==> src/rtl/srm_pkg.sv <==
package srm_pkg;

    localparam int VALUE_W = 32;
    localparam int TIME_W  = 32;
    localparam int PCT_W   = 31;

    // Tolerance rules, all in Q16.16 LSBs
    localparam logic [VALUE_W-1:0] TINY_STEP_LSB = VALUE_W'(66);
    localparam logic [VALUE_W-1:0] FLAT_TOL_LSB  = VALUE_W'(3277);
    localparam logic [VALUE_W-1:0] MIN_TOL_LSB   = VALUE_W'(7);

    // floor(x / 25) = (x * RECIP25) >> 36 and floor(x / 5) = (x * RECIP5) >> 33, x < 2^31
    localparam int                 RECIP_W     = 32;
    localparam logic [RECIP_W-1:0] RECIP25     = 32'd2748779070;
    localparam int                 RECIP25_SH  = 36;
    localparam logic [RECIP_W-1:0] RECIP5      = 32'd1717986919;
    localparam int                 RECIP5_SH   = 33;
    localparam int                 PROD_W      = (VALUE_W - 1) + RECIP_W;

    // Overshoot: num * 100 * 65536 / range, saturating
    localparam int                 SCALE_W   = 23;
    localparam logic [SCALE_W-1:0] PCT_SCALE = 23'd6553600;
    localparam int                 DIVD_W    = VALUE_W + SCALE_W;
    localparam int                 RATIO_W   = 9;
    localparam logic [RATIO_W-1:0] SAT_RATIO = 9'd328;
    localparam logic [PCT_W-1:0]   PCT_MAX   = {PCT_W{1'b1}};

    localparam int DIV_STEPS = VALUE_W;
    localparam int CNT_W     = $clog2(DIV_STEPS);

    typedef enum logic [0:0] {
        REG_INITIAL = 1'b0,
        REG_TARGET  = 1'b1
    } t_reg_idx;

    typedef enum logic [2:0] {
        S_IDLE,
        S_CALC,
        S_SCALE,
        S_BAND,
        S_DIV,
        S_DONE
    } t_state;

    typedef struct packed {
        logic capture;
        logic calc;
        logic scale;
        logic band;
        logic div_step;
        logic load_out;
    } t_cmd;

    typedef struct packed {
        logic div_done;
    } t_sts;

endpackage

==> src/rtl/srm_dp.sv <==
module srm_dp
    import srm_pkg::*;
(
    input  logic               i_clk,
    input  logic               i_rst_n,
    input  logic               i_cfg_we,
    input  t_reg_idx           i_cfg_index,
    input  logic [VALUE_W-1:0] i_cfg_data,
    input  logic [VALUE_W-1:0] i_sample_value,
    input  logic [TIME_W-1:0]  i_sample_time,
    input  t_cmd               i_cmd,
    output t_sts               o_sts,
    output logic [VALUE_W-1:0] o_extreme_val,
    output logic [TIME_W-1:0]  o_extreme_tick,
    output logic               o_is_settled,
    output logic [TIME_W-1:0]  o_settling_time,
    output logic [PCT_W-1:0]   o_overshoot_pct
);

    function automatic logic [VALUE_W-1:0] mag_of(input logic [VALUE_W:0] d);
        logic [VALUE_W:0] m;
        m = d[VALUE_W] ? (~d + 1'b1) : d;
        return m[VALUE_W-1:0];
    endfunction

    function automatic logic [VALUE_W:0] sdiff(input logic [VALUE_W-1:0] a,
                                               input logic [VALUE_W-1:0] b);
        return {a[VALUE_W-1], a} - {b[VALUE_W-1], b};
    endfunction

    // set-up and tracking state
    logic signed [VALUE_W-1:0] r_init, r_tgt, r_peak;
    logic [TIME_W-1:0]         r_extreme_tick, r_entry;
    logic                      r_in_band;
    logic [CNT_W-1:0]          r_cnt;

    // working registers
    logic [VALUE_W-1:0] r_smp, r_range, r_dev, r_abs_tgt, r_tol_raw, r_num, r_rem, r_quo;
    logic [TIME_W-1:0]  r_now;
    logic               r_sat, r_zero;

    logic               rising, falling;
    logic [VALUE_W:0]   num_diff;
    logic [VALUE_W-1:0] num_c, tol_c, div_arg;
    logic [RECIP_W-1:0] div_recip;
    logic [PROD_W-1:0]  tol_prod;
    logic               tiny;
    logic [DIVD_W-1:0]  dividend;
    logic [VALUE_W+RATIO_W-1:0] sat_lim;
    logic [VALUE_W:0]   trial;
    logic               trial_ge;

    assign rising  = r_tgt > r_init;
    assign falling = r_tgt < r_init;

    always_comb begin
        num_diff = rising ? sdiff(r_peak, r_tgt) : sdiff(r_tgt, r_peak);
        if ((rising || falling) && !num_diff[VALUE_W] && num_diff != '0) begin
            num_c = num_diff[VALUE_W-1:0];
        end else begin
            num_c = '0;
        end
    end

    // one multiplier serves both constant divisions of the tolerance
    assign tiny      = r_range < TINY_STEP_LSB;
    assign div_arg   = tiny ? (r_abs_tgt >> 1) : (r_range >> 1);
    assign div_recip = tiny ? RECIP5 : RECIP25;
    assign tol_prod  = PROD_W'(div_arg[VALUE_W-2:0]) * PROD_W'(div_recip);

    assign tol_c    = (r_tol_raw < MIN_TOL_LSB) ? MIN_TOL_LSB : r_tol_raw;
    assign dividend = DIVD_W'(r_num) * DIVD_W'(PCT_SCALE);
    assign sat_lim  = (VALUE_W+RATIO_W)'(r_range) * (VALUE_W+RATIO_W)'(SAT_RATIO);

    assign trial    = {r_rem, r_quo[VALUE_W-1]};
    assign trial_ge = trial >= {1'b0, r_range};

    assign o_sts.div_done = r_cnt == CNT_W'(DIV_STEPS - 1);

    // control state: set-up registers, tracking state, step counter
    always_ff @(posedge i_clk) begin
        if (!i_rst_n) begin
            r_init         <= '0;
            r_tgt          <= '0;
            r_peak         <= '0;
            r_extreme_tick <= '0;
            r_in_band      <= 1'b0;
            r_entry        <= '0;
            r_cnt          <= '0;
        end else if (i_cfg_we) begin
            unique case (i_cfg_index)
                REG_INITIAL: begin
                    r_init <= i_cfg_data;
                    r_peak <= i_cfg_data;
                end
                REG_TARGET: begin
                    r_tgt  <= i_cfg_data;
                    r_peak <= r_init;
                end
                default: ;
            endcase
            r_extreme_tick <= '0;
            r_in_band      <= 1'b0;
            r_entry        <= '0;
        end else begin
            if (i_cmd.calc) begin
                if (rising && $signed(r_smp) > r_peak) begin
                    r_peak         <= r_smp;
                    r_extreme_tick <= r_now;
                end else if (falling && $signed(r_smp) < r_peak) begin
                    r_peak         <= r_smp;
                    r_extreme_tick <= r_now;
                end else if (!rising && !falling) begin
                    r_peak <= r_init;
                end
            end
            if (i_cmd.band) begin
                r_cnt <= '0;
                if (r_dev <= tol_c) begin
                    if (!r_in_band) begin
                        r_in_band <= 1'b1;
                        r_entry   <= r_now;
                    end
                end else begin
                    r_in_band <= 1'b0;
                    r_entry   <= '0;
                end
            end
            if (i_cmd.div_step) begin
                r_cnt <= r_cnt + 1'b1;
            end
        end
    end

    // payload registers
    always_ff @(posedge i_clk) begin
        if (i_cmd.capture) begin
            r_smp <= i_sample_value;
            r_now <= i_sample_time;
        end
        if (i_cmd.calc) begin
            r_range   <= mag_of(sdiff(r_tgt, r_init));
            r_dev     <= mag_of(sdiff(r_smp, r_tgt));
            r_abs_tgt <= mag_of({r_tgt[VALUE_W-1], r_tgt});
        end
        if (i_cmd.scale) begin
            r_num <= num_c;
            if (tiny) begin
                r_tol_raw <= (r_abs_tgt != '0) ?
                             VALUE_W'(tol_prod[PROD_W-1:RECIP5_SH]) : FLAT_TOL_LSB;
            end else begin
                r_tol_raw <= VALUE_W'(tol_prod[PROD_W-1:RECIP25_SH]);
            end
        end
        if (i_cmd.band) begin
            r_rem  <= VALUE_W'(dividend[DIVD_W-1:VALUE_W]);
            r_quo  <= dividend[VALUE_W-1:0];
            r_sat  <= (VALUE_W+RATIO_W)'(r_num) >= sat_lim;
            r_zero <= r_num == '0;
        end
        if (i_cmd.div_step) begin
            r_rem <= trial_ge ? VALUE_W'(trial - {1'b0, r_range}) : trial[VALUE_W-1:0];
            r_quo <= {r_quo[VALUE_W-2:0], trial_ge};
        end
        if (i_cmd.load_out) begin
            o_extreme_val   <= r_peak;
            o_extreme_tick  <= r_extreme_tick;
            o_is_settled    <= r_in_band;
            o_settling_time <= r_in_band ? r_entry : '0;
            if (r_zero) begin
                o_overshoot_pct <= '0;
            end else if (r_sat || r_quo[VALUE_W-1]) begin
                o_overshoot_pct <= PCT_MAX;
            end else begin
                o_overshoot_pct <= r_quo[PCT_W-1:0];
            end
        end
    end

endmodule

==> src/rtl/srm_ctrl.sv <==
module srm_ctrl
    import srm_pkg::*;
(
    input  logic i_clk,
    input  logic i_rst_n,
    input  logic i_in_valid,
    output logic o_in_ready,
    output logic o_out_valid,
    input  logic i_out_ready,
    input  t_sts i_sts,
    output t_cmd o_cmd
);

    t_state r_state, n_state;
    logic   r_out_valid, n_out_valid;
    logic   out_free;

    assign out_free = !r_out_valid || i_out_ready;

    always_comb begin
        n_state = r_state;
        unique case (r_state)
            S_IDLE:  if (i_in_valid) n_state = S_CALC;
            S_CALC:  n_state = S_SCALE;
            S_SCALE: n_state = S_BAND;
            S_BAND:  n_state = S_DIV;
            S_DIV:   if (i_sts.div_done) n_state = S_DONE;
            S_DONE:  if (out_free) n_state = S_IDLE;
            default: n_state = S_IDLE;
        endcase
    end

    always_comb begin
        o_cmd      = '0;
        o_in_ready = 1'b0;
        unique case (r_state)
            S_IDLE: begin
                o_in_ready    = 1'b1;
                o_cmd.capture = i_in_valid;
            end
            S_CALC:  o_cmd.calc     = 1'b1;
            S_SCALE: o_cmd.scale    = 1'b1;
            S_BAND:  o_cmd.band     = 1'b1;
            S_DIV:   o_cmd.div_step = 1'b1;
            S_DONE:  o_cmd.load_out = out_free;
            default: ;
        endcase
    end

    always_comb begin
        if (o_cmd.load_out) begin
            n_out_valid = 1'b1;
        end else if (i_out_ready) begin
            n_out_valid = 1'b0;
        end else begin
            n_out_valid = r_out_valid;
        end
    end

    always_ff @(posedge i_clk) begin
        if (!i_rst_n) begin
            r_state     <= S_IDLE;
            r_out_valid <= 1'b0;
        end else begin
            r_state     <= n_state;
            r_out_valid <= n_out_valid;
        end
    end

    assign o_out_valid = r_out_valid;

`ifndef SYNTHESIS
    a_accept_starts: assert property (@(posedge i_clk) disable iff (!i_rst_n)
        (i_in_valid && o_in_ready) |=> (r_state == S_CALC))
        else $error("accepted sample did not start processing");

    a_no_overwrite: assert property (@(posedge i_clk) disable iff (!i_rst_n)
        o_cmd.load_out |-> (!r_out_valid || i_out_ready))
        else $error("result register overwritten before transfer");

    a_load_shows: assert property (@(posedge i_clk) disable iff (!i_rst_n)
        o_cmd.load_out |=> (r_out_valid && r_state == S_IDLE))
        else $error("loaded result not presented");

    a_div_runs: assert property (@(posedge i_clk) disable iff (!i_rst_n)
        (r_state == S_DIV && !i_sts.div_done) |=> (r_state == S_DIV))
        else $error("divider left early");
`endif

endmodule

==> src/rtl/step_response_metrics_core.sv <==
// Channel      Dir  Handshake                     Payload
// s_axis       in   s_axis_tvalid/s_axis_tready   sample_value, sample_time
// m_axis       out  m_axis_tvalid/m_axis_tready   peak, peak time, settled, settling time,
//                                                 overshoot
// cfg          in   i_cfg_we (always taken)       i_cfg_index, i_cfg_data
//
// After its transfer, each sample passes through the calc, scale and band states of peak,
// magnitude, tolerance and band arithmetic, the radix-2 overshoot divider and a final
// state that loads the result register; the next transfer is taken only in the idle
// state, so a new sample is not taken until the block is through with the last one.
// Reset is synchronous and active low; it clears both set-up registers and the tracking
// state. The result register holds a finished result while the sink stalls; the next
// sample is taken meanwhile, and its result waits in the final state until the register
// frees.
module step_response_metrics_core
    import srm_pkg::*;
(
    input  logic                     i_clk,
    input  logic                     i_rst_n,
    // configuration writes
    input  logic                     i_cfg_we,
    input  t_reg_idx                 i_cfg_index,
    input  logic [VALUE_W-1:0]       i_cfg_data,
    // samples in
    input  logic                     s_axis_tvalid,
    output logic                     s_axis_tready,
    input  logic [VALUE_W+TIME_W-1:0] s_axis_tdata,  // sample_value, sample_time
    // results out
    output logic                     m_axis_tvalid,
    input  logic                     m_axis_tready,
    // extreme_val, extreme_tick, is_settled, settling_time, overshoot_pct
    output logic [VALUE_W+2*TIME_W+PCT_W:0] m_axis_tdata
);

    t_cmd               cmd;
    t_sts               sts;
    logic [VALUE_W-1:0] extreme_val;
    logic [TIME_W-1:0]  extreme_tick, settling_time;
    logic               is_settled;
    logic [PCT_W-1:0]   overshoot_pct;

    // sequencing of each sample and the result register handshake
    srm_ctrl u_ctrl (
        .i_clk       (i_clk),
        .i_rst_n     (i_rst_n),
        .i_in_valid  (s_axis_tvalid),
        .o_in_ready  (s_axis_tready),
        .o_out_valid (m_axis_tvalid),
        .i_out_ready (m_axis_tready),
        .i_sts       (sts),
        .o_cmd       (cmd)
    );

    // peak tracking, settling band, overshoot divider, result register
    srm_dp u_dp (
        .i_clk           (i_clk),
        .i_rst_n         (i_rst_n),
        .i_cfg_we        (i_cfg_we),
        .i_cfg_index     (i_cfg_index),
        .i_cfg_data      (i_cfg_data),
        .i_sample_value  (s_axis_tdata[VALUE_W-1:0]),
        .i_sample_time   (s_axis_tdata[VALUE_W+TIME_W-1:VALUE_W]),
        .i_cmd           (cmd),
        .o_sts           (sts),
        .o_extreme_val   (extreme_val),
        .o_extreme_tick  (extreme_tick),
        .o_is_settled    (is_settled),
        .o_settling_time (settling_time),
        .o_overshoot_pct (overshoot_pct)
    );

    // pack the result fields from the lowest bit up
    assign m_axis_tdata = {overshoot_pct, settling_time, is_settled, extreme_tick, extreme_val};

endmodule
==> config.mk <==
export PLATFORM = sky130hd
export DESIGN_NAME = step_response_metrics_core
export DESIGN_NICKNAME = d
export VERILOG_FILES = /design/src/rtl/srm_pkg.sv /design/src/rtl/srm_dp.sv /design/src/rtl/srm_ctrl.sv /design/src/rtl/step_response_metrics_core.sv
export SDC_FILE = /design/constraint.sdc
export NUM_CORES = 2
export LEC_CHECK = 0
export ABC_AREA = 0
export BUFFER_PORTS_ARGS = -buffer_cell sky130_fd_sc_hd__buf_2
export CAP_MARGIN = 20
export CORE_MARGIN = 5
export CORE_UTILIZATION = 30
export CTS_CLUSTER_DIAMETER = 30
export CTS_CLUSTER_SIZE = 20
export DETAILED_ROUTE_END_ITERATION = 6
export PLACE_DENSITY = 0.43
export SLEW_MARGIN = 10
export SYNTH_ARGS = -nofsm -noshare
export SYNTH_HDL_FRONTEND = slang
export SYNTH_SLANG_ARGS = --single-unit
==> constraint.sdc <==
create_clock -name i_clk -period 17.3 [get_ports i_clk]
set_clock_uncertainty 0.2 [all_clocks]
set_input_delay 3.46 -clock i_clk [delete_from_list [all_inputs] [get_ports i_clk]]
set_output_delay 3.46 -clock i_clk [all_outputs]
set_load 0.05 [all_outputs]
==> results_dict.tcl <==
set metrics [dict create \
    status "finished clean" \
    drt_pass1_iterations 5 \
    crit_required_ns 17.60 \
    stdcell_count 9322 \
    start_kind "flip-flop" \
    synth_cell_type_count 92 \
    synthTopCellsByCount "inv_1, ha_1, fa_1, edfxtp_1, nor2_1" \
    cts_tree "built" \
    fp-row-count 165 \
    die_w_um 461 \
    via_count 44700 \
    critPathMaxStageDelay_ns 0.65 \
    holdCritStartpoint "u_dp.r_extreme_tick[25]" \
    cts_hold_buffers 0 \
    area_growth_syn_to_layout_pct 15.7 \
    ys.flop_type "edfxtp_1" \
    grt_max_degree 72 \
    layout_setup_ws_ns 5.83 \
    post_cts_resized 0 \
    final-setup-viol-count 0 \
    dp_hpwl_um 176000 \
    synth_top_cell_area_share 0.204 \
    port_buffers 231 \
    core_mm2 0.202 \
    fin_crit_ns 11.47 \
    r2r-end "u_dp.r_tol_raw[24]" \
    dpl.cell_count 9046 \
    r2r_start "u_dp.r_range[3]" \
    max_cap_violations 0 \
    cp_slowest_cell "fa_1" \
    drc_errors 0 \
    antenna_found_initial 9 \
    routabilityCongestion 0.939 \
    clk_latency_ns 0.79 \
    drive_gt1_frac 0.0924 \
    postRouteAntennaNets 0 \
    worstSetupStartpoint "u_dp.r_range[3]" \
    finalCritPeriodShare 0.663 \
    synth_seq_cells 586 \
    max_freq_ghz 0.0872 \
    drtIter0Drc 2682 \
    dieArea_mm2 0.213 \
    end_kind "flip-flop" \
    ff2ff_path_depth 33 \
    grt-ovfl-total 0 \
    synth_area_mm2 0.0611 \
    fin_tns_setup_ns 0 \
    synthMostInstantiatedCell "inv_1" \
    yosys_warnings 0 \
    hold_viol_final 0 \
    cts.sinks 586 \
    vias_per_cell 4.79 \
    drv_slew 0 \
    drt-total-wl_um 209000 \
    arrival_ns 11.77 \
    pin_count 232 \
    grt_setup_unrepaired "no" \
    path_class "flip-flop to flip-flop" \
    wl_per_cell_um 22.4 \
    clk_pin_slew_ns 0.05 \
    grt_pass1_vias 47100 \
    yosysTopAreaCell "edfxtp_1" \
    pre_cts_ws_ns 5.90 \
    worst_pin_slew_ns 1.07 \
    syn_inst 6241 \
    r2r_setup_slack_ns 5.83 \
    grt_pass1_wl_um 312000 \
    cts-root-buf "clkbuf_16" \
    relSlewSlack 0.287 \
    fp.dieH_um 461 \
    h-tree-depth 4 \
    cp_common_cell "fa_1" \
    cts_setup_buffers 0 \
    clk_path_buf_depth 3 \
    holdCritPathClass "flip-flop to flip-flop" \
    synth_edf_count 416 \
    hold_end "u_dp.o_extreme_tick[25]" \
    cts_buffers 146 \
    netlist_top_cells_area "edfxtp_1, fa_1, ha_1, inv_1, dfxtp_1" \
    initial_core_util 0.302 \
    syn_avg_cell_area_um2 9.79 \
    worstPathMaxFanout 7 \
    ys_seq_area_frac 0.260 \
    async_flop_share 0 \
    whs_path_depth 0 \
    grt_usage 0.197 \
    nNetsFinal 8079 \
]
[per-stage QoR]
step	cell area (um^2)	utilization	hold slack, ns
floorplan	61300	-	0.208
global placement	65500	0.324	0.213
detailed placement	65500	0.324	0.216
CTS	70700	0.349	0.227
global route	70700	0.349	0.232
finish	70700	0.350	0.226
[worst max-delay path: cells and delay by family, from the launching register on]
family	cells	cell delay, ns
compound gates	12	2.86
xor+xnor	1	0.23
fa+ha+maj	9	4.60
buf+inv	6	0.34
flops	1	0.50
simple gates	5	2.43
[placed cells by master (no fill, tap or decap), types with 38 or more instances in the layout]
cell,synthesis,layout
inv_1,1273,1272
ha_1,842,842
fa_1,612,612
edfxtp_1,416,416
nor2_1,364,358
nand2_1,335,333
a21oi_1,283,280
buf_2,6,231
o21ai_0,193,192
xnor2_1,183,183
dfxtp_1,170,170
clkbuf_16,0,147
a21o_1,144,144
and2_1,120,119
xor2_1,111,111
o21a_1,74,74
mux2i_1,71,70
nand3_1,64,64
nand4_1,54,54
nor3_1,52,52
conb_1,2,48
nor2b_1,45,45
a21boi_0,43,43
a22o_1,43,43
nand2b_1,43,42
nor4_1,39,39
a221oi_1,39,39
o2bb2ai_1,38,38
[worst max-delay path by stage]
stage | to | cells after the start
2_1_floorplan | u_dp.o_extreme_tick[0] | 3
3_3_place_gp | u_dp.r_tol_raw[24] | 33
3_5_place_dp | u_dp.r_tol_raw[24] | 33
4_1_cts | u_dp.r_tol_raw[24] | 33
5_1_grt | u_dp.r_tol_raw[25] | 33
6_report | u_dp.r_tol_raw[24] | 33
[final cells by class]
| cell class | instances | area [um^2] |
|---|---|---|
| diodes | 3 | 7.51 |
| clock inverters | 106 | 1420 |
| repair buffers | 269 | 1460 |
| well taps | 2672 | 3340 |
| fillers | 20700 | 132000 |
| clock buffers | 166 | 3800 |
| inverters | 1273 | 4780 |
| multi-input cells | 4247 | 40000 |
| flip-flops and latches | 586 | 15900 |
[sequential cells by signal, indices dropped and copies added (netlist names), 31 cells and up]
| name | cells |
|---|---|
| u_dp.o_extreme_tick | 32 |
| u_dp.o_extreme_val | 32 |
| u_dp.o_settling_time | 32 |
| u_dp.r_abs_tgt | 32 |
| u_dp.r_dev | 32 |
| u_dp.r_entry | 32 |
| u_dp.r_extreme_tick | 32 |
| u_dp.r_init | 32 |
| u_dp.r_now | 32 |
| u_dp.r_num | 32 |
| u_dp.r_peak | 32 |
| u_dp.r_quo | 32 |
| u_dp.r_range | 32 |
| u_dp.r_rem | 32 |
| u_dp.r_smp | 32 |
| u_dp.r_tgt | 32 |
| u_dp.o_overshoot_pct | 31 |
[routing by layer]
layer / wire length, um / up-vias / global-route usage
met5: 62 / - / 0
met3: 9280 / 209 / 0.0299
met1: 98300 / 22100 / 0.275
li1: - / 21400 / -
met4: 5380 / 10 / 0.0525
met2: 95500 / 991 / 0.317
[kinds of logic after synthesis]
family / count (synthesis) / share of synthesized area
multiplexers: 82 / 0.0137
AO/OA/AOI/OAI: 1113 / 0.122
flip-flops: 586 / 0.260
XOR/XNOR: 294 / 0.0421
adder cells (fa/ha/maj): 1454 / 0.373
AND/OR/NAND/NOR: 1256 / 0.0997
buffers and inverters: 1454 / 0.0897
other: 2 / 0.000123
Power is not shown: default switching activity piles up to over one toggle a cycle in this logic, so the estimate is an artifact.
